File: src/rtl/rbpq_pkg.sv
package rbpq_pkg;

  localparam int unsigned NUM_PROCS = 32;
  localparam int unsigned NUM_HARTS = 2;
  localparam int unsigned NUM_LISTS = 2;

  localparam int unsigned PROC_W = 5;
  localparam int unsigned LINK_W = PROC_W + 1;
  localparam int unsigned HART_W = 1;

  typedef logic [PROC_W-1:0] proc_t;
  typedef logic [LINK_W-1:0] link_t;
  typedef logic [HART_W-1:0] hart_t;

  localparam link_t NIL_LINK = LINK_W'(NUM_PROCS);

  localparam logic LIST_READY   = 1'b0;
  localparam logic LIST_BLOCKED = 1'b1;

  typedef enum logic [1:0] {
    OP_INS_READY   = 2'd0,
    OP_INS_BLOCKED = 2'd1,
    OP_SCHEDULE    = 2'd2,
    OP_WAKE        = 2'd3
  } opcode_e;

  typedef enum logic [1:0] {
    ST_DONE        = 2'd0,
    ST_QUEUED      = 2'd1,
    ST_NOT_BLOCKED = 2'd2,
    ST_EMPTY       = 2'd3
  } status_e;

  typedef enum logic [1:0] {
    MEM_NONE    = 2'd0,
    MEM_READY   = 2'd1,
    MEM_BLOCKED = 2'd2
  } mem_e;

  typedef struct packed {
    logic capture;
    logic execute;
  } cmd_t;

endpackage

File: src/rtl/ready_blocked_process_queues.sv
// per-hart fifo ready queues and blocked lists of process ids
// input channel: in_valid_i / in_ready_o with opcode_i, hart_i, target_proc_i
//   insert ready, insert blocked, schedule next, wake parent
// output channel: out_valid_o / out_ready_i with status_o, run_proc_o,
//   run_valid_o; exactly one result word per input word, in order
// a taken input word goes to the capture register; the list update then
//   writes its result to the output register when that register is free
// the controller does the capture and then the list update, so no new
//   word is taken until the list update of the last one is done
// the next input word is taken while a result still waits in the
//   output register; its update holds until that result is taken
// a stalled receiver holds the result and then stops the input side
// reset: all queues empty, no process in any list, output channel idle
module ready_blocked_process_queues import rbpq_pkg::*; (
  input  logic       clk_i,
  input  logic       rst_ni,
  input  logic       in_valid_i,
  output logic       in_ready_o,
  input  logic [1:0] opcode_i,
  input  logic [0:0] hart_i,
  input  logic [4:0] target_proc_i,
  output logic       out_valid_o,
  input  logic       out_ready_i,
  output logic [1:0] status_o,
  output logic [4:0] run_proc_o,
  output logic       run_valid_o
);

  cmd_t cmd;

  rbpq_ctrl u_ctrl (
    .clk_i       (clk_i),
    .rst_ni      (rst_ni),
    .in_valid_i  (in_valid_i),
    .in_ready_o  (in_ready_o),
    .out_valid_o (out_valid_o),
    .out_ready_i (out_ready_i),
    .cmd_o       (cmd)
  );

  rbpq_datapath u_datapath (
    .clk_i         (clk_i),
    .rst_ni        (rst_ni),
    .cmd_i         (cmd),
    .opcode_i      (opcode_i),
    .hart_i        (hart_i),
    .target_proc_i (target_proc_i),
    .status_o      (status_o),
    .run_proc_o    (run_proc_o),
    .run_valid_o   (run_valid_o)
  );

  a_one_at_a_time: assert property (@(posedge clk_i) disable iff (!rst_ni)
    in_valid_i && in_ready_o |=> !in_ready_o)
    else $error("input word taken while another is in flight");

  a_run_means_done: assert property (@(posedge clk_i) disable iff (!rst_ni)
    out_valid_o && run_valid_o |-> status_o == ST_DONE)
    else $error("scheduled process with non-done status");

  a_run_proc_zero: assert property (@(posedge clk_i) disable iff (!rst_ni)
    out_valid_o && !run_valid_o |-> run_proc_o == '0)
    else $error("run_proc nonzero without a scheduled process");

  a_cmd_exclusive: assert property (@(posedge clk_i) disable iff (!rst_ni)
    !(cmd.capture && cmd.execute))
    else $error("capture and update in the same cycle");

endmodule

File: src/rtl/rbpq_ctrl.sv
module rbpq_ctrl import rbpq_pkg::*; (
  input  logic clk_i,
  input  logic rst_ni,
  input  logic in_valid_i,
  output logic in_ready_o,
  output logic out_valid_o,
  input  logic out_ready_i,
  output cmd_t cmd_o
);

  typedef enum logic {
    S_IDLE,
    S_EXEC
  } state_e;

  state_e state_q;
  logic   out_valid_q;
  logic   in_fire;
  logic   exec_go;

  assign in_ready_o  = (state_q == S_IDLE);
  assign in_fire     = in_valid_i && in_ready_o;
  assign exec_go     = (state_q == S_EXEC) && (!out_valid_q || out_ready_i);
  assign out_valid_o = out_valid_q;

  assign cmd_o.capture = in_fire;
  assign cmd_o.execute = exec_go;

  always_ff @(posedge clk_i or negedge rst_ni) begin
    if (!rst_ni) begin
      state_q     <= S_IDLE;
      out_valid_q <= 1'b0;
    end else begin
      unique case (state_q)
        S_IDLE: begin
          if (in_fire) begin
            state_q <= S_EXEC;
          end
        end
        S_EXEC: begin
          if (exec_go) begin
            state_q <= S_IDLE;
          end
        end
        default: begin
          state_q <= S_IDLE;
        end
      endcase
      if (exec_go) begin
        out_valid_q <= 1'b1;
      end else if (out_ready_i) begin
        out_valid_q <= 1'b0;
      end
    end
  end

endmodule

File: src/rtl/rbpq_datapath.sv
module rbpq_datapath import rbpq_pkg::*; (
  input  logic           clk_i,
  input  logic           rst_ni,
  input  cmd_t           cmd_i,
  input  logic [1:0]     opcode_i,
  input  logic [0:0]     hart_i,
  input  logic [4:0]     target_proc_i,
  output logic [1:0]     status_o,
  output logic [4:0]     run_proc_o,
  output logic           run_valid_o
);

  opcode_e op_q;
  hart_t   hart_q;
  proc_t   tp_q;

  link_t head_q [NUM_LISTS][NUM_HARTS];
  link_t tail_q [NUM_LISTS][NUM_HARTS];
  link_t head_d [NUM_LISTS][NUM_HARTS];
  link_t tail_d [NUM_LISTS][NUM_HARTS];
  link_t next_q [NUM_PROCS];
  link_t prev_q [NUM_PROCS];
  link_t next_d [NUM_PROCS];
  link_t prev_d [NUM_PROCS];
  mem_e  mem_q [NUM_PROCS];
  hart_t owner_q [NUM_PROCS];

  status_e status_q, status_d;
  proc_t   run_q, run_d;
  logic    run_valid_q, run_valid_d;

  logic  in_range;
  proc_t sel_p;
  link_t sel_n;
  link_t sel_b;
  link_t app_t;
  logic  unl_en;
  logic  unl_list;
  logic  app_en;
  logic  app_list;
  logic  mem_wr;
  mem_e  mem_new;
  logic  owner_wr;

  assign in_range = ({1'b0, tp_q} < NIL_LINK);
  assign sel_p    = (op_q == OP_SCHEDULE) ? head_q[LIST_READY][hart_q][PROC_W-1:0] : tp_q;
  assign sel_n    = next_q[sel_p];
  assign sel_b    = prev_q[sel_p];

  // operation decode
  always_comb begin
    status_d    = ST_DONE;
    run_d       = '0;
    run_valid_d = 1'b0;
    unl_en      = 1'b0;
    unl_list    = LIST_READY;
    app_en      = 1'b0;
    app_list    = LIST_READY;
    mem_wr      = 1'b0;
    mem_new     = MEM_NONE;
    owner_wr    = 1'b0;
    unique case (op_q)
      OP_INS_READY, OP_INS_BLOCKED: begin
        if (!in_range || mem_q[tp_q] != MEM_NONE) begin
          status_d = ST_QUEUED;
        end else begin
          app_en   = 1'b1;
          app_list = (op_q == OP_INS_READY) ? LIST_READY : LIST_BLOCKED;
          mem_wr   = 1'b1;
          mem_new  = (op_q == OP_INS_READY) ? MEM_READY : MEM_BLOCKED;
          owner_wr = 1'b1;
        end
      end
      OP_SCHEDULE: begin
        if (head_q[LIST_READY][hart_q] >= NIL_LINK) begin
          status_d = ST_EMPTY;
        end else begin
          unl_en      = 1'b1;
          unl_list    = LIST_READY;
          mem_wr      = 1'b1;
          mem_new     = MEM_NONE;
          run_d       = sel_p;
          run_valid_d = 1'b1;
        end
      end
      OP_WAKE: begin
        if (!in_range || mem_q[tp_q] != MEM_BLOCKED || owner_q[tp_q] != hart_q) begin
          status_d = ST_NOT_BLOCKED;
        end else begin
          unl_en   = 1'b1;
          unl_list = LIST_BLOCKED;
          app_en   = 1'b1;
          app_list = LIST_READY;
          mem_wr   = 1'b1;
          mem_new  = MEM_READY;
        end
      end
      default: begin
        status_d = ST_DONE;
      end
    endcase
  end

  // list update: unlink first, then append
  always_comb begin
    head_d = head_q;
    tail_d = tail_q;
    next_d = next_q;
    prev_d = prev_q;
    app_t  = NIL_LINK;
    if (unl_en) begin
      if (sel_b < NIL_LINK) begin
        next_d[sel_b[PROC_W-1:0]] = sel_n;
      end else begin
        head_d[unl_list][hart_q] = sel_n;
      end
      if (sel_n < NIL_LINK) begin
        prev_d[sel_n[PROC_W-1:0]] = sel_b;
      end else begin
        tail_d[unl_list][hart_q] = sel_b;
      end
      next_d[sel_p] = NIL_LINK;
      prev_d[sel_p] = NIL_LINK;
    end
    if (app_en) begin
      app_t = tail_d[app_list][hart_q];
      next_d[sel_p] = NIL_LINK;
      prev_d[sel_p] = app_t;
      if (app_t < NIL_LINK) begin
        next_d[app_t[PROC_W-1:0]] = {1'b0, sel_p};
      end else begin
        head_d[app_list][hart_q] = {1'b0, sel_p};
      end
      tail_d[app_list][hart_q] = {1'b0, sel_p};
    end
  end

  always_ff @(posedge clk_i) begin
    if (cmd_i.capture) begin
      op_q   <= opcode_e'(opcode_i);
      hart_q <= hart_i;
      tp_q   <= target_proc_i;
    end
    if (cmd_i.execute) begin
      next_q      <= next_d;
      prev_q      <= prev_d;
      status_q    <= status_d;
      run_q       <= run_d;
      run_valid_q <= run_valid_d;
    end
  end

  always_ff @(posedge clk_i or negedge rst_ni) begin
    if (!rst_ni) begin
      for (int l = 0; l < NUM_LISTS; l++) begin
        for (int h = 0; h < NUM_HARTS; h++) begin
          head_q[l][h] <= NIL_LINK;
          tail_q[l][h] <= NIL_LINK;
        end
      end
      for (int i = 0; i < NUM_PROCS; i++) begin
        mem_q[i]   <= MEM_NONE;
        owner_q[i] <= '0;
      end
    end else if (cmd_i.execute) begin
      head_q <= head_d;
      tail_q <= tail_d;
      if (mem_wr) begin
        mem_q[sel_p] <= mem_new;
      end
      if (owner_wr) begin
        owner_q[sel_p] <= hart_q;
      end
    end
  end

  assign status_o    = status_q;
  assign run_proc_o  = run_q;
  assign run_valid_o = run_valid_q;

endmodule

File: config.mk
export PLATFORM = sky130hd
export DESIGN_NAME = ready_blocked_process_queues
export DESIGN_NICKNAME = d
export VERILOG_FILES = /design/src/rtl/rbpq_pkg.sv /design/src/rtl/ready_blocked_process_queues.sv /design/src/rtl/rbpq_ctrl.sv /design/src/rtl/rbpq_datapath.sv
export SDC_FILE = /design/constraint.sdc
export NUM_CORES = 2
export LEC_CHECK = 0
export BUFFER_PORTS_ARGS = -buffer_cell sky130_fd_sc_hd__buf_2
export CORE_AREA = 2 2 345 278
export CTS_CLUSTER_SIZE = 28
export DETAILED_ROUTE_END_ITERATION = 8
export DIE_AREA = 0 0 347 280
export PLACE_DENSITY_LB_ADDON = 0.2
export SKIP_LAST_GASP = 1
export SYNTH_ARGS = -nofsm -noshare
export SYNTH_HDL_FRONTEND = slang
export SYNTH_SLANG_ARGS = --single-unit
export TNS_END_PERCENT = 30
File: constraint.sdc
create_clock -name clk_i -period 15.5 [get_ports clk_i]
set_clock_uncertainty 0.05 [all_clocks]
set_input_delay 0.775 -clock clk_i [delete_from_list [all_inputs] [get_ports clk_i]]
set_output_delay 0.775 -clock clk_i [all_outputs]
set_load 0.01 [all_outputs]
======== Yosys cells after proc, flatten, opt, wreduce, memory -nomap -nowiden ========
Index checks and enable logic that the tools add are counted.
word-level totals
  register bits ........................... 546
  input port bits ......................... 12
  word-level logic and storage cells ...... 294
operators by class
  magnitude comparators ................... 19
  eq/ne operators ......................... 5
  muxes and demuxes ....................... 90
  bitwise operators ....................... 17
  reductions and logical operators ........ 19
operator list
  cell                                                         count
  two-way mux 192 bit                                          9
  bitwise mux 192 bit                                          4
  AND 160 bit                                                  3
  two-way mux 24 bit                                           7
  inverter 160 bit                                             1
  demux 6 bit (select 5 bit)                                   4
  bitwise mux 24 bit                                           4
  OR 32 bit                                                    3
  two-way mux 6 bit                                            15
  bitwise mux 64 bit                                           1
  binary-select mux 6 bit (select 5 bit)                       2
  two-way mux 12 bit                                           5
  >= comparator 6 bit (second input constant)                  6
  bitwise mux 32 bit                                           1
  inverter 5 -> 6 bit                                          5
  demux 12 bit (select 1 bit)                                  2
  less-than comparator 6 x 1 -> 1 bit (second input constant)  4
  less-than comparator 6 bit (second input constant)           3
  two-way mux 1 bit                                            17
  two-way mux 2 bit                                            7
  one-hot mux 2 bit (3 select lines)                           2
  binary-select mux 2 bit (select 5 bit)                       1
  demux 2 bit (select 5 bit)                                   1
  logical AND 1 bit                                            9
  20 further kinds                                             34

======== Longest topological paths before layout ========
  depth after elaboration ................. 30
  gate-level depth with buffers ........... 20
  mapped depth without buffers ............ 11

======== By module ========
From an unflattened synthesis, not the netlist that was laid out.
second synthesis, totals
  cell total of the unflattened synthesis .. 3044
  area, all modules ....................... 32676.3 sq um
by module, submodules not included
  module         times used  cells an instance  area an instance (sq um)  seq. area each (sq um)
  rbpq_datapath  1           3034               32567.5                   15322.2
  rbpq_ctrl      1           10                 108.9                     50.0

======== Worst setup path before layout ========
No wires, ideal clock.
  path kind ............................... input port to flip-flop
  from .................................... input port out_ready_i
  to ...................................... register u_datapath.next_q[0] in the netlist's numbering (enable)
  arrival ................................. 12.093 ns
  data required time ...................... 14.540 ns
  setup slack ............................. 2.447 ns
  cell stages on the path ................. 5
  buffers on the path ..................... 2
  cells stage by stage .................... nand2b_1 > nand2_1 > inv_1 > clkbuf_1 > clkbuf_1
on the way
  cells in the longest elaborated chain, start to end .. 2
RTL lines
  what                  RTL line                            RTL
  from (decl)           ready_blocked_process_queues.sv:23  input logic out_ready_i,
  logical OR 1 bit      rbpq_ctrl.sv:23                     assign exec_go = (state_q == S_EXEC) && (!out_valid_q || out_ready_i);
  logical AND 1 bit     rbpq_ctrl.sv:23
  net u_ctrl.exec_go    rbpq_ctrl.sv:19                     logic exec_go;
  to (signal assigned)  rbpq_datapath.sv:145                next_q <= next_d;
  to (decl)             rbpq_datapath.sv:21                 link_t next_q [NUM_PROCS];
The timed path passes the listed nets, and every way through them passes these cells.
A chain may end at the register's enable or synchronous reset.

==> results.py <==
metrics = {
    "outcome": {
        "status": "complete, no violations",
    },
    "placed_design": {
        "dp_hpwl_mm": 84.69,
        "numPortBuffers": 21,
        "place_congestion": 0.9418,
        "post-place-ws_ps": 7910,
    },
    "yosys": {
        "ys_ff_latch": 534,
        "yosys-top-cells-area": "edfxtp_1 37%, mux2i_1 15%, dfrtp_1 9.8%",
        "yosys.area.top_type": "edfxtp_1",
        "muxShareOfSynthArea_pct": 23.55,
        "synth_cells": 2998,
        "synth_edf_count": 400,
        "ys.flop_type": "edfxtp_1",
        "syn_area_per_cell_um2": 10.86,
        "synthArstFlopShare_pct": 25.09,
        "synthesis.nets": 3010,
        "yosys.area_share.simple_pct": 12.25,
        "syn_area_mm2": 0.03256,
        "yosys.area_share.adder_pct": 0,
        "ys_types": 81,
        "synthXorXnorAreaFrac_pct": 0.02690,
        "synth-compound-area-share_pct": 13.15,
        "yosysSeqAreaShare_pct": 47.21,
        "synth_top_family_by_area": "multiplexers",
        "synth_top_area_share_pct": 36.89,
        "yosys_warnings": 0,
    },
    "floorplan": {
        "die_height_um": 280,
        "core_area_mm2": 0.09415,
        "die_x_um": 347,
        "start_util_pct": 34.58,
        "num_rows": 101,
        "dieArea_mm2": 0.09716,
        "num_io_pins": 22,
    },
    "timing": {
        "fin_setup_tns_ps": 0,
        "fin_ws_ps": 7715,
        "rsz0062_at_grt": "no",
        "worstMarginPinSlew_ps": 1148,
        "final.period_utilization_pct": 50.23,
        "drv_slew": 0,
        "max_clock_freq_ghz": 0.1285,
        "setup-violations-final": 0,
        "finalHoldViolCount": 0,
        "relSlewSlack_pct": 23.37,
        "min_period_ps": 7785,
    },
    "grt": {
        "overflow": 0,
        "grt_pass1_wl_mm": 185.6,
        "track_usage_pct": 25.77,
        "antenna_found_initial": 6,
        "grt_max_degree": 104,
        "grt_pass1_vias": 26000,
    },
    "drt": {
        "via_per_inst": 6.424,
        "antenna_left": 0,
        "drt_first_pass_iters": 6,
        "via_count": 26960,
        "drt-initial-drc-count": 3971,
        "drc_errors": 0,
        "wl_per_cell_um": 30.79,
        "drt_wl_total_mm": 129.2,
    },
    "setup_path": {
        "arrival_ps": 8150,
        "cp_slowest_cell": "or4b_1",
        "path_buf_inv": 4,
        "cp-start-kind": "register",
        "r2r-start": "u_datapath.hart_q",
        "reg2reg_slack_ps": 7720,
        "crit_type": "register to register",
        "cp-startpoint": "u_datapath.hart_q",
        "path_cells": "buf_4 -> mux2i_1 -> mux2i_4 -> buf_4 -> buf_4 -> a21oi_1 -> a22oi_1 -> o22ai_1 -> nor4_2 -> buf_4 -> or4b_1 -> nor3_2 -> mux2i_1 -> nor2_1 -> mux2_2",
        "crit_family": "buffers and inverters",
        "slowest_delay_ps": 840,
        "r2r-end": "u_datapath.next_q[82]",
        "critical-path-top-cell-by-count": "buf_4",
        "rr_worst_depth": 15,
        "worstPathRequired_ps": 15870,
        "crit_fanout": 71,
        "worst_setup_path_end_kind": "register",
    },
    "clock_network": {
        "insertion_delay_ps": 670,
        "cts_tree": "yes",
        "cts_setup_buffers": 0,
        "cts_made_buffers": 59,
        "h-tree-depth": 2,
        "clock-sinks": 534,
        "clk_pin_slew_ps": 60,
        "cts-resized-gates": 0,
        "cts.path.max_buffers": 3,
        "cts-root-buf": "clkbuf_16",
        "ctsHoldBuffers": 0,
    },
    "power": {
        "p_per_area_mw_per_mm2": 163.9,
        "p_sw_share_pct": 43.73,
        "seq_power_share_pct": 34.5,
        "power.leakage_uw": 0.01350,
        "power_frac_clock_pct": 24.2,
        "combPwrFrac_pct": 41.3,
        "vdd_drop_max_mv": 0.1053,
        "net-switching-power_uw": 2567,
        "internal_power_uw": 3303,
    },
    "cells_and_area": {
        "final_common_cell": "mux2i_1",
        "layout.nets": 2927,
        "area_delta_synth_final_pct": 10.01,
        "n_fill_cell": 9086,
        "most-common-layout-cells": "483 x mux2i_1, 400 x edfxtp_1, 363 x nand2_1",
        "drive_above_1_share_pct": 17.64,
    },
    "hold_path": {
        "hold_class": "primary input to async pin",
    },
    "flow_run": {
        "cap_viol_max_count": 0,
    },
}
-- metal layers --
layer | routed length (um) | global-route usage, % | part of all wire, %
met3 | 14970 | 6.908 | 12
met1 | 57000 | 37.73 | 44
met2 | 52970 | 36.34 | 41
met5 | 25 | 0 | 0.019
met4 | 4263 | 8.818 | 3.3
-- how the worst max path moves through the flow --
stage               cells after the start                endpoint  slack [ps]
floorplan                               5    u_datapath.next_q[0]        2450
global placement                       15   u_datapath.next_q[80]        7970
detailed placement                     15   u_datapath.next_q[82]        7910
CTS                                    15   u_datapath.next_q[82]        7870
global route                           15  u_datapath.next_q[117]        7590
finish                                 15   u_datapath.next_q[82]        7720
-- synth_stat cells, drive strengths merged, types with 7 or more instances --
| library cell | count |
|---|---|
| a32oi | 7 |
| o21ai | 26 |
| nor4 | 28 |
| nor2 | 156 |
| nor2b | 12 |
| mux2i | 488 |
| o221ai | 11 |
| a2bb2oi | 28 |
| edfxtp | 400 |
| nand3 | 76 |
| dfrtp | 128 |
| a21oi | 172 |
| nand2 | 363 |
| o22ai | 225 |
| a21boi | 13 |
| and2 | 10 |
| a31oi | 9 |
| mux2 | 209 |
| inv | 19 |
| o32ai | 8 |
| nor3 | 86 |
| clkbuf | 142 |
| nand2b | 13 |
| o31ai | 31 |
| or3 | 13 |
| o22a | 16 |
| nand4 | 15 |
| mux4 | 18 |
| or2 | 9 |
| a22oi | 63 |
| nand3b | 10 |
| a211oi | 8 |
| buf | 111 |
-- through the flow --
stage	hold WS (ps)	total power [uW]	cell area (um2)	utilization, %	cells
finish	112.5	5870	35820	38.05	4197
global placement	406.7	4345	33950	36.06	4090
detailed placement	407.2	4376	33950	36.06	4090
floorplan	394.6	3495	32560	-	2998
CTS	133.8	5794	35820	38.05	4196
global route	173.3	6029	35820	38.05	4196
-- layout make-up --
cell class,instances,area [um2],share of cell area [%]
tap,1236,1546,4.317
clock inverter,25,190.2,0.5309
sequential,534,15370,42.91
antenna,1,2.502,0.006986
multi-input combinational,2191,16180,45.17
clock buffer,81,1675,4.677
timing repair buffer,109,772.0,2.155
inverter,20,82.58,0.2305
-- power by group through the flow --
stage	Sequential [uW]	Combinational [uW]	Clock (uW)
after detailed placement	2040	2330	0
after floorplan	2070	1430	0
after global routing	2050	2490	1490
after CTS	2020	2340	1440
after global placement	2040	2310	0
final	2030	2420	1420
-- cells by family (layout without fill, tap and decap cells) --
kind of cell | count (synthesis) | after routing
mux | 715 | 715
other cells | 0 | 1
compound gates | 655 | 655
flops | 534 | 534
buf+inv | 273 | 235
xor+xnor | 1 | 1
simple gates | 820 | 820
-- registers in the layout (all words and copies together) (netlist names), 2 cells and up --
register / flops
u_datapath.owner_q: 32
u_datapath.run_proc_o: 5
u_datapath.head_q: 12
u_datapath.mem_q: 64
u_datapath.op_q: 2
u_datapath.prev_q: 192
u_datapath.status_o: 2
u_datapath.next_q: 192
u_datapath.tp_q: 5
u_datapath.tail_q: 24
-- worst reg2reg max path: stages, from the launching register on --
cell and delay, ps:
edfxtp_1 330, buf_4 590, mux2i_1 370, mux2i_4 700, buf_4 570, buf_4 670
a21oi_1 110, a22oi_1 250, o22ai_1 260, nor4_2 720, buf_4 670, or4b_1 860
nor3_2 780, mux2i_1 290, nor2_1 60, mux2_2 260
(Power assumes the default switching activity.)
